$ cat src/rtl/sis_pkg.sv
// Shared types, constants and the multiply program of the Sampson inlier scorer.
package sis_pkg;

  // Set size and field widths
  localparam int MaxPoints = 65536;
  localparam int CountCap  = (MaxPoints < 131071) ? MaxPoints : 131071;
  localparam int IdxW      = 16;
  localparam int CntW      = 17;
  localparam int DistW     = 24;
  localparam int SumW      = 40;
  localparam int PtW       = 20;
  localparam int CoefW     = 21;
  localparam int RowW      = 63;
  localparam int FracW     = 6;
  localparam int ThrW      = 16;
  localparam int CfgIdxW   = 3;
  localparam int CfgW      = 63;

  // Sequencer lengths
  localparam int NumSteps   = 46;
  localparam int StepW      = 6;
  localparam int DivIters   = 48;
  localparam int SqrtIters  = 24;
  localparam int MeanIters  = 40;
  localparam int MaxFrac    = 40;
  localparam int TinyOffset = 44;

  localparam logic [DistW-1:0] Ones24 = '1;
  localparam logic [SumW-1:0]  Ones40 = '1;

  // Register indexes
  localparam logic [CfgIdxW-1:0] CFG_ROW_ZERO  = 3'd0;
  localparam logic [CfgIdxW-1:0] CFG_ROW_ONE   = 3'd1;
  localparam logic [CfgIdxW-1:0] CFG_ROW_TWO   = 3'd2;
  localparam logic [CfgIdxW-1:0] CFG_FRAC_BITS = 3'd3;
  localparam logic [CfgIdxW-1:0] CFG_THRESHOLD = 3'd4;

  typedef logic [2:0][RowW-1:0] rows_t;

  typedef struct packed {
    logic signed [PtW-1:0] first_x;
    logic signed [PtW-1:0] first_y;
    logic signed [PtW-1:0] second_x;
    logic signed [PtW-1:0] second_y;
    logic                  last_pair;
  } in_word_t;

  typedef struct packed {
    logic [IdxW-1:0]  pair_index;
    logic             is_inlier;
    logic [DistW-1:0] distance;
    logic             set_done;
    logic [CntW-1:0]  inlier_count;
    logic [DistW-1:0] mean_distance;
  } out_word_t;

  // Multiplier operand sources
  typedef enum logic [4:0] {
    OP_ZERO, OP_THR, OP_X1, OP_Y1, OP_X2, OP_Y2, OP_SIXTEEN,
    OP_F00, OP_F01, OP_F02, OP_F10, OP_F11, OP_F12, OP_F20, OP_F21, OP_F22,
    OP_A0, OP_A1, OP_A2, OP_B0, OP_B1, OP_RES, OP_S, OP_T2
  } opsel_e;

  // Where the finished accumulator goes
  typedef enum logic [3:0] {
    WR_NONE, WR_T2, WR_A0, WR_A1, WR_A2, WR_B0, WR_B1, WR_RES, WR_S, WR_NUM, WR_ST
  } wr_e;

  typedef struct packed {
    opsel_e     a_sel;
    logic [1:0] a_chunk;
    opsel_e     b_sel;
    logic [1:0] b_chunk;
    logic       clr;
    wr_e        wr;
  } mac_step_t;

  typedef struct packed {
    logic [87:0]  s;
    logic [124:0] num;
    logic [119:0] st;
  } mac_res_t;

  typedef enum logic {DS_DIV, DS_SQRT} ds_mode_e;

  typedef struct packed {
    logic        load;
    logic        step;
    ds_mode_e    mode;
    logic [135:0] rem_init;
    logic [135:0] dv_init;
  } ds_cmd_t;

  function automatic logic signed [CoefW-1:0] coef_at(logic [RowW-1:0] row, int c);
    return row[CoefW*c +: CoefW];
  endfunction

  function automatic mac_step_t ms(opsel_e a, logic [1:0] ca, opsel_e b, logic [1:0] cb,
                                   logic clr, wr_e wr);
    mac_step_t r;
    r.a_sel = a; r.a_chunk = ca; r.b_sel = b; r.b_chunk = cb; r.clr = clr; r.wr = wr;
    return r;
  endfunction

  // One multiply-accumulate per step; a clearing step stores the previous group
  function automatic mac_step_t mac_prog(logic [StepW-1:0] idx);
    mac_step_t r;
    case (idx)
      // threshold squared
      6'd0:  r = ms(OP_THR, 2'd0, OP_THR, 2'd0, 1'b1, WR_NONE);
      // F * x1
      6'd1:  r = ms(OP_F00, 2'd0, OP_X1, 2'd0, 1'b1, WR_T2);
      6'd2:  r = ms(OP_F01, 2'd0, OP_Y1, 2'd0, 1'b0, WR_NONE);
      6'd3:  r = ms(OP_F02, 2'd0, OP_SIXTEEN, 2'd0, 1'b0, WR_NONE);
      6'd4:  r = ms(OP_F10, 2'd0, OP_X1, 2'd0, 1'b1, WR_A0);
      6'd5:  r = ms(OP_F11, 2'd0, OP_Y1, 2'd0, 1'b0, WR_NONE);
      6'd6:  r = ms(OP_F12, 2'd0, OP_SIXTEEN, 2'd0, 1'b0, WR_NONE);
      6'd7:  r = ms(OP_F20, 2'd0, OP_X1, 2'd0, 1'b1, WR_A1);
      6'd8:  r = ms(OP_F21, 2'd0, OP_Y1, 2'd0, 1'b0, WR_NONE);
      6'd9:  r = ms(OP_F22, 2'd0, OP_SIXTEEN, 2'd0, 1'b0, WR_NONE);
      // F^T * x2, first two terms
      6'd10: r = ms(OP_F00, 2'd0, OP_X2, 2'd0, 1'b1, WR_A2);
      6'd11: r = ms(OP_F10, 2'd0, OP_Y2, 2'd0, 1'b0, WR_NONE);
      6'd12: r = ms(OP_F20, 2'd0, OP_SIXTEEN, 2'd0, 1'b0, WR_NONE);
      6'd13: r = ms(OP_F01, 2'd0, OP_X2, 2'd0, 1'b1, WR_B0);
      6'd14: r = ms(OP_F11, 2'd0, OP_Y2, 2'd0, 1'b0, WR_NONE);
      6'd15: r = ms(OP_F21, 2'd0, OP_SIXTEEN, 2'd0, 1'b0, WR_NONE);
      // residual x2 . (F x1)
      6'd16: r = ms(OP_A0, 2'd0, OP_X2, 2'd0, 1'b1, WR_B1);
      6'd17: r = ms(OP_A0, 2'd1, OP_X2, 2'd0, 1'b0, WR_NONE);
      6'd18: r = ms(OP_A1, 2'd0, OP_Y2, 2'd0, 1'b0, WR_NONE);
      6'd19: r = ms(OP_A1, 2'd1, OP_Y2, 2'd0, 1'b0, WR_NONE);
      6'd20: r = ms(OP_A2, 2'd0, OP_SIXTEEN, 2'd0, 1'b0, WR_NONE);
      6'd21: r = ms(OP_A2, 2'd1, OP_SIXTEEN, 2'd0, 1'b0, WR_NONE);
      // sum of four squares
      6'd22: r = ms(OP_A0, 2'd0, OP_A0, 2'd0, 1'b1, WR_RES);
      6'd23: r = ms(OP_A0, 2'd0, OP_A0, 2'd1, 1'b0, WR_NONE);
      6'd24: r = ms(OP_A0, 2'd1, OP_A0, 2'd0, 1'b0, WR_NONE);
      6'd25: r = ms(OP_A0, 2'd1, OP_A0, 2'd1, 1'b0, WR_NONE);
      6'd26: r = ms(OP_A1, 2'd0, OP_A1, 2'd0, 1'b0, WR_NONE);
      6'd27: r = ms(OP_A1, 2'd0, OP_A1, 2'd1, 1'b0, WR_NONE);
      6'd28: r = ms(OP_A1, 2'd1, OP_A1, 2'd0, 1'b0, WR_NONE);
      6'd29: r = ms(OP_A1, 2'd1, OP_A1, 2'd1, 1'b0, WR_NONE);
      6'd30: r = ms(OP_B0, 2'd0, OP_B0, 2'd0, 1'b0, WR_NONE);
      6'd31: r = ms(OP_B0, 2'd0, OP_B0, 2'd1, 1'b0, WR_NONE);
      6'd32: r = ms(OP_B0, 2'd1, OP_B0, 2'd0, 1'b0, WR_NONE);
      6'd33: r = ms(OP_B0, 2'd1, OP_B0, 2'd1, 1'b0, WR_NONE);
      6'd34: r = ms(OP_B1, 2'd0, OP_B1, 2'd0, 1'b0, WR_NONE);
      6'd35: r = ms(OP_B1, 2'd0, OP_B1, 2'd1, 1'b0, WR_NONE);
      6'd36: r = ms(OP_B1, 2'd1, OP_B1, 2'd0, 1'b0, WR_NONE);
      6'd37: r = ms(OP_B1, 2'd1, OP_B1, 2'd1, 1'b0, WR_NONE);
      // residual squared
      6'd38: r = ms(OP_RES, 2'd0, OP_RES, 2'd0, 1'b1, WR_S);
      6'd39: r = ms(OP_RES, 2'd0, OP_RES, 2'd1, 1'b0, WR_NONE);
      6'd40: r = ms(OP_RES, 2'd1, OP_RES, 2'd0, 1'b0, WR_NONE);
      6'd41: r = ms(OP_RES, 2'd1, OP_RES, 2'd1, 1'b0, WR_NONE);
      // S times threshold squared
      6'd42: r = ms(OP_S, 2'd0, OP_T2, 2'd0, 1'b1, WR_NUM);
      6'd43: r = ms(OP_S, 2'd1, OP_T2, 2'd0, 1'b0, WR_NONE);
      6'd44: r = ms(OP_S, 2'd2, OP_T2, 2'd0, 1'b0, WR_NONE);
      // flush: store the last group
      6'd45: r = ms(OP_ZERO, 2'd0, OP_ZERO, 2'd0, 1'b1, WR_ST);
      default: r = ms(OP_ZERO, 2'd0, OP_ZERO, 2'd0, 1'b0, WR_NONE);
    endcase
    return r;
  endfunction

endpackage

$ cat src/rtl/sis_mac.sv
// Shared 32x32 multiplier with signed wide accumulator and product registers.
module sis_mac (
  input  logic                          clk_i,
  input  logic                          rst_ni,
  input  logic                          issue_i,
  input  logic [sis_pkg::StepW-1:0]     step_i,
  input  sis_pkg::in_word_t             pt_i,
  input  sis_pkg::rows_t                rows_i,
  input  logic [sis_pkg::ThrW-1:0]      thr_i,
  output sis_pkg::mac_res_t             res_o
);
  import sis_pkg::*;

  typedef struct packed {
    logic       vld;
    logic       clr;
    logic       neg;
    logic [1:0] pos;
    wr_e        wr;
  } mac_ctl_t;

  mac_step_t          stp;
  mac_ctl_t           ctl_q;
  logic [63:0]        prod_q;
  logic signed [127:0] acc_q, acc_d;
  logic signed [127:0] a_val, b_val;
  logic [127:0]       a_mag, b_mag, term, base;
  logic [31:0]        a_chk, b_chk;

  logic [31:0]        t2_q;
  logic signed [43:0] a0_q, a1_q, a2_q, b0_q, b1_q;
  logic signed [63:0] rs_q;
  logic [87:0]        s_q;
  logic [124:0]       num_q;
  logic [119:0]       st_q;

  function automatic logic signed [127:0] opnd(opsel_e sel);
    logic signed [127:0] v;
    case (sel)
      OP_THR:     v = 128'(signed'({1'b0, thr_i}));
      OP_X1:      v = 128'(pt_i.first_x);
      OP_Y1:      v = 128'(pt_i.first_y);
      OP_X2:      v = 128'(pt_i.second_x);
      OP_Y2:      v = 128'(pt_i.second_y);
      OP_SIXTEEN: v = 128'sd16;
      OP_F00:     v = 128'(coef_at(rows_i[0], 0));
      OP_F01:     v = 128'(coef_at(rows_i[0], 1));
      OP_F02:     v = 128'(coef_at(rows_i[0], 2));
      OP_F10:     v = 128'(coef_at(rows_i[1], 0));
      OP_F11:     v = 128'(coef_at(rows_i[1], 1));
      OP_F12:     v = 128'(coef_at(rows_i[1], 2));
      OP_F20:     v = 128'(coef_at(rows_i[2], 0));
      OP_F21:     v = 128'(coef_at(rows_i[2], 1));
      OP_F22:     v = 128'(coef_at(rows_i[2], 2));
      OP_A0:      v = 128'(a0_q);
      OP_A1:      v = 128'(a1_q);
      OP_A2:      v = 128'(a2_q);
      OP_B0:      v = 128'(b0_q);
      OP_B1:      v = 128'(b1_q);
      OP_RES:     v = 128'(rs_q);
      OP_S:       v = 128'(signed'({1'b0, s_q}));
      OP_T2:      v = 128'(signed'({1'b0, t2_q}));
      default:    v = '0;
    endcase
    return v;
  endfunction

  // Operand select, sign split and chunk pick
  always_comb begin
    stp   = mac_prog(step_i);
    a_val = opnd(stp.a_sel);
    b_val = opnd(stp.b_sel);
    a_mag = a_val[127] ? 128'(-a_val) : 128'(a_val);
    b_mag = b_val[127] ? 128'(-b_val) : 128'(b_val);
    a_chk = a_mag[32*stp.a_chunk +: 32];
    b_chk = b_mag[32*stp.b_chunk +: 32];
  end

  // Accumulate the registered product at its chunk offset
  always_comb begin
    term  = 128'(prod_q) << {ctl_q.pos, 5'd0};
    base  = ctl_q.clr ? '0 : 128'(acc_q);
    acc_d = ctl_q.neg ? signed'(base - term) : signed'(base + term);
  end

  always_ff @(posedge clk_i or negedge rst_ni) begin
    if (!rst_ni) begin
      ctl_q <= '0;
    end else begin
      ctl_q.vld <= issue_i;
      ctl_q.clr <= stp.clr;
      ctl_q.neg <= a_val[127] ^ b_val[127];
      ctl_q.pos <= stp.a_chunk + stp.b_chunk;
      ctl_q.wr  <= stp.wr;
    end
  end

  // Product, accumulator and stored group results
  always_ff @(posedge clk_i) begin
    prod_q <= a_chk * b_chk;
    if (ctl_q.vld) begin
      acc_q <= acc_d;
      case (ctl_q.wr)
        WR_T2:   t2_q  <= acc_q[31:0];
        WR_A0:   a0_q  <= acc_q[43:0];
        WR_A1:   a1_q  <= acc_q[43:0];
        WR_A2:   a2_q  <= acc_q[43:0];
        WR_B0:   b0_q  <= acc_q[43:0];
        WR_B1:   b1_q  <= acc_q[43:0];
        WR_RES:  rs_q  <= acc_q[63:0];
        WR_S:    s_q   <= acc_q[87:0];
        WR_NUM:  num_q <= acc_q[124:0];
        WR_ST:   st_q  <= acc_q[119:0];
        default: ;
      endcase
    end
  end

  assign res_o.s   = s_q;
  assign res_o.num = num_q;
  assign res_o.st  = st_q;

endmodule

$ cat config.mk
export PLATFORM = sky130hd
export DESIGN_NAME = sis_mac
export DESIGN_NICKNAME = d
export VERILOG_FILES = /design/src/rtl/sis_pkg.sv /design/src/rtl/sis_mac.sv
export SDC_FILE = /design/constraint.sdc
export NUM_CORES = 2
export LEC_CHECK = 0
export BUFFER_PORTS_ARGS = -buffer_cell sky130_fd_sc_hd__buf_2
export CAP_MARGIN = 20
export CORE_MARGIN = 10
export CORE_UTILIZATION = 45
export DETAILED_ROUTE_END_ITERATION = 6
export HOLD_SLACK_MARGIN = 0.15
export PLACE_DENSITY_LB_ADDON = 0.1
export SETUP_SLACK_MARGIN = 0.3
export SYNTH_ARGS = -nofsm -noshare
export SYNTH_HDL_FRONTEND = slang
export SYNTH_SLANG_ARGS = --single-unit
$ cat constraint.sdc
create_clock -name clk_i -period 14.9 [get_ports clk_i]
set_input_delay 4.47 -clock clk_i [delete_from_list [all_inputs] [get_ports clk_i]]
set_output_delay 4.47 -clock clk_i [all_outputs]
set_load 0.01 [all_outputs]
==> results.md <==
Run status:
- The flow ran to the end, but the final reports show violations.
- The final reports fail on setup timing.

Critical path:
- By startpoint and endpoint, the worst setup path is classified as in -> reg.
- The required time of the critical path is 15.58 ns.
- STA classifies the critical path startpoint as an input pin.
- The cell that appears most often on the critical path is buf_4.
- The element type at the critical path end is a register.
- The delay of the slowest cell on the worst path is 0.62 ns.
- The master of the slowest instance on the critical path is fa_2.
- Along the worst path, the maximum fanout reaches 14.
- The arrival time of data at the critical path endpoint is 16.62 ns.

GRT:
- The first-pass GRT wire length is 629500 microns.
- The aggregate global routing overflow is 0.
- The initial antenna violation count is 47.
- Entering global routing, the biggest net connects 91 pins.
- The via count of the first global-routing pass came to 88.08k.
- The global router's overall resource usage is 40.87%.

Synthesis:
- The flip-flop cell with the highest count after synthesis is edfxtp_1.
- The number of nets in the synthesized netlist is 10.89k.
- Yosys mapped a number of flops with a built-in enable equal to 774.
- By area the synthesized netlist is led by edfxtp_1 (27%), fa_1 (20%), ha_1 (5.7%), inv_1 (4.6%), nor2_1 (3.3%).
- After synthesis, the share of flip-flops with an asynchronous set or reset is 1.063%.
- The cell taking the most area after synthesis is edfxtp_1.
- The synthesized netlist occupies a cell area of 0.08760 sq mm.
- In this run the biggest area consumer among cell types represents 26.53% of the synthesized area.
- The number of warning messages in the yosys log is 0.
- Each instance of the synthesized netlist takes up on average 9.427 sq um.
- Synthesis instantiated 110 different standard cells from the library.
- The share of synthesized area occupied by flip-flops and latches is 28.25%.
- Synthesis inferred 847 register bits.
- Synthesis produced 9292 cells.

Route:
- In the routed design, unresolved DRC markers number 0.
- Dividing the detail-routed wire length by the instance count gives 31.80 microns.
- The first detailed-routing pass ran for 6 iterations.
- Summed over all layers, the routed wires come to 445600 microns.
- The count of routing violations after the opening detailed-route iteration is 10.31k.
- The detailed router placed 86.68k vias in this run.
- The detail route stage leaves a number of antenna-violating nets equal to 0.
- The average via count per standard cell is 6.186.

STA:
- The max-slew violation total from the final report is 0.
- Across the routed clock network, the largest skew measured is 0.08501 ns.
- Setup repair after global routing could not meet its margin everywhere.
- Once routing completed, OpenROAD measured the worst setup slack at -1.041 ns.
- The hold violation count in the final report is 0.
- The slew of the pin with the lowest slew margin is 1.163 ns.
- After routing, the total negative slack on setup checks comes to -22.32 ns.
- The final count of negative-setup-slack endpoints is 41.
- The relative slew slack is 21.91%.
- The shortest period the worst path allows is 15.94 ns.
- The post-route clock period utilization is 107.0%.
- Timing would allow up to 62.73 MHz.

CTS:
- The clock tree from TritonCTS is yes.
- The root buffer cell chosen for the clock tree is clkbuf_16.
- The number of CTS-inserted buffers is 95.
- After clock tree synthesis, the clock-pin slew on the worst setup and hold paths is 0.05 ns.
- In this run the deepest clock path goes through 3 buffers.
- The later-pin clock latency in the skew report is 0.78 ns.
- CTS built an H-tree with a depth of 3.
- The clock sink total is 847.

Placement:
- Port buffering added 626 buffers.
- The final HPWL from detailed placement is 355400 microns.
- The final weighted congestion in routability-driven placement is 1.069.

Min path:
- The type of the worst min-delay path is reg -> reg.

Die:
- The area of the core is 0.1930 sq mm.
- The full die area is 0.2127 sq mm.
- The height of the die is 461.2 microns.
- In this run the count of I/O pins placed on the die edge is 628.
- Once the floorplan was initialized, standard cells occupied 45.39% of the core.
- The number of cell rows is 161.
- The die extent in x is 461.2 microns.

Layout:
- The number of nets in the finished design is 12.98k.
- Compared with the post-synthesis result, the final layout area differs by 33.44%.
- The fraction of layout cells with a size suffix above 1 is 30.92%.
- The number of filler instances in the final layout is 16.69k.

Run:
- The count of max-cap constraint violations is 0.
==> area by class of cell <==
class                   instances  area (sq um)  share of cell area [%]
diodes                         28         70.07                 0.05994
clock buffers                 115          2557                   2.188
clock inverters                60         818.3                  0.7000
inverters                    1075          4049                   3.464
multi-input cells            6755         60120                   51.43
flip-flops and latches        847         24760                   21.18
well taps                    2526          3161                   2.704
repair buffers               2608         21360                   18.27
==> state kept, by name (all words and copies together), names as in the netlist <==
register,cells
st_q,120
a0_q,44
ctl_q,9
b0_q,44
t2_q,32
num_q,125
prod_q,64
a2_q,44
a1_q,44
acc_q,125
s_q,88
b1_q,44
rs_q,64
==> synthesized netlist by cell type, drive strengths merged, types with 29 or more instances <==
library cell / n
nor3: 156
a41oi: 30
clkbuf: 419
inv: 1073
o21bai: 54
a221oi: 60
and2: 86
and4: 38
nand2b: 149
and3: 120
edfxtp: 774
o211ai: 54
nand2: 735
o22ai: 36
a31oi: 107
or3: 29
or2: 44
nor4: 44
ha: 402
a211oi: 74
o21ai: 366
o21a: 50
mux2i: 170
buf: 198
xnor2: 198
dfxtp: 64
a22oi: 116
nand4: 120
nor2b: 178
o31ai: 38
a22o: 41
nand3: 197
a21oi: 558
a222oi: 43
xor2: 142
nor2: 780
fa: 897
mux2: 57
a21o: 174
==> what timing repair did <==
action                     4_1_cts  5_1_grt
hold buffers                     0        0
resized for setup              653      234
gates cloned                     8        4
buffers inserted               205       77
pin swaps                      310      177
setup endpoints to repair       54       52
==> critical path: cells and delay by family <==
| family | cells | cell delay (ns) |
|---|---|---|
| adder cells (fa/ha/maj) | 9 | 4.24 |
| AO/OA/AOI/OAI | 13 | 3.11 |
| buffers and inverters | 17 | 2.27 |
| AND/OR/NAND/NOR | 6 | 1.09 |
| multiplexers | 2 | 1.04 |
| XOR/XNOR | 2 | 0.37 |
==> cells by family after synthesis <==
family	count (synthesis)	synth area share (%)
muxes	231	2.778
adders and majority gates	1299	26.24
buffers and inverters	1692	7.619
xor gates and xnor gates	340	3.400
DFF	847	28.25
and+or+nand+nor	2740	15.13
AOI/OAI and AO/OA	2143	16.57
==> metal layers <==
layer	share of wire, %	GRT usage [%]	vias up	wire, microns
li1	-	-	36630	-
met1	36	49.74	43080	162300
met2	43	61.48	5542	190400
met3	12	12.87	1401	53100
met4	8.9	28.70	28	39630
met5	0.040	0	-	178
==> per-stage QoR <==
stage | util (%) | instance area [sq um] | hold slack [ns] | worst slack [ns] | std cells
finish | 60.57 | 116900 | 0.4466 | -1.041 | 14010
detailed placement | 55.35 | 106800 | 0.4379 | -3.036 | 13520
global route | 60.54 | 116800 | 0.4785 | -1.225 | 13990
global placement | 55.34 | 106800 | 0.4354 | -3.077 | 13510
CTS | 59.60 | 115000 | 0.4452 | -0.7703 | 13900
floorplan | - | 88320 | 0.4180 | -0.8391 | 9292
==> cells in the final DEF, fill, tap and decap left out, drive strengths merged, types with 43 or more instances in the layout <==
cell type,instances
a211oi,74
nand3,197
a222oi,43
nand2,735
mux2,57
nor2,780
nand4,120
a22oi,116
fa,897
o211ai,54
edfxtp,774
mux2i,170
xnor2,198
and2,86
nor2b,178
o21a,50
nand2b,149
a21o,174
a221oi,60
inv,1081
a21oi,558
nor3,156
or2,44
ha,402
xor2,142
dfxtp,64
o21bai,54
buf,2600
nor4,44
a31oi,107
clkbuf,121
o21ai,366
and3,120
==> worst paths after layout <==
path	startpoint	end	slack (ns)	cells past startpoint
min in group asynchronous	rst_ni	ctl_q[0]$_DFF_PN0_	3.67	1
max in group asynchronous	rst_ni	ctl_q[7]$_DFF_PN0_	10.75	1
max	step_i[1]	prod_q[59]$_DFF_P_	-1.04	49
min	acc_q[120]$_DFFE_PP_	num_q[120]$_DFFE_PP_	0.45	0
min reg2reg	acc_q[120]$_DFFE_PP_	num_q[120]$_DFFE_PP_	0.45	0
max reg2reg	s_q[16]$_DFFE_PP_	prod_q[59]$_DFF_P_	3.75	41
Power is left out: the tool's default activity adds up to more than one toggle a clock period on the data nets, which glitch-free logic cannot reach.
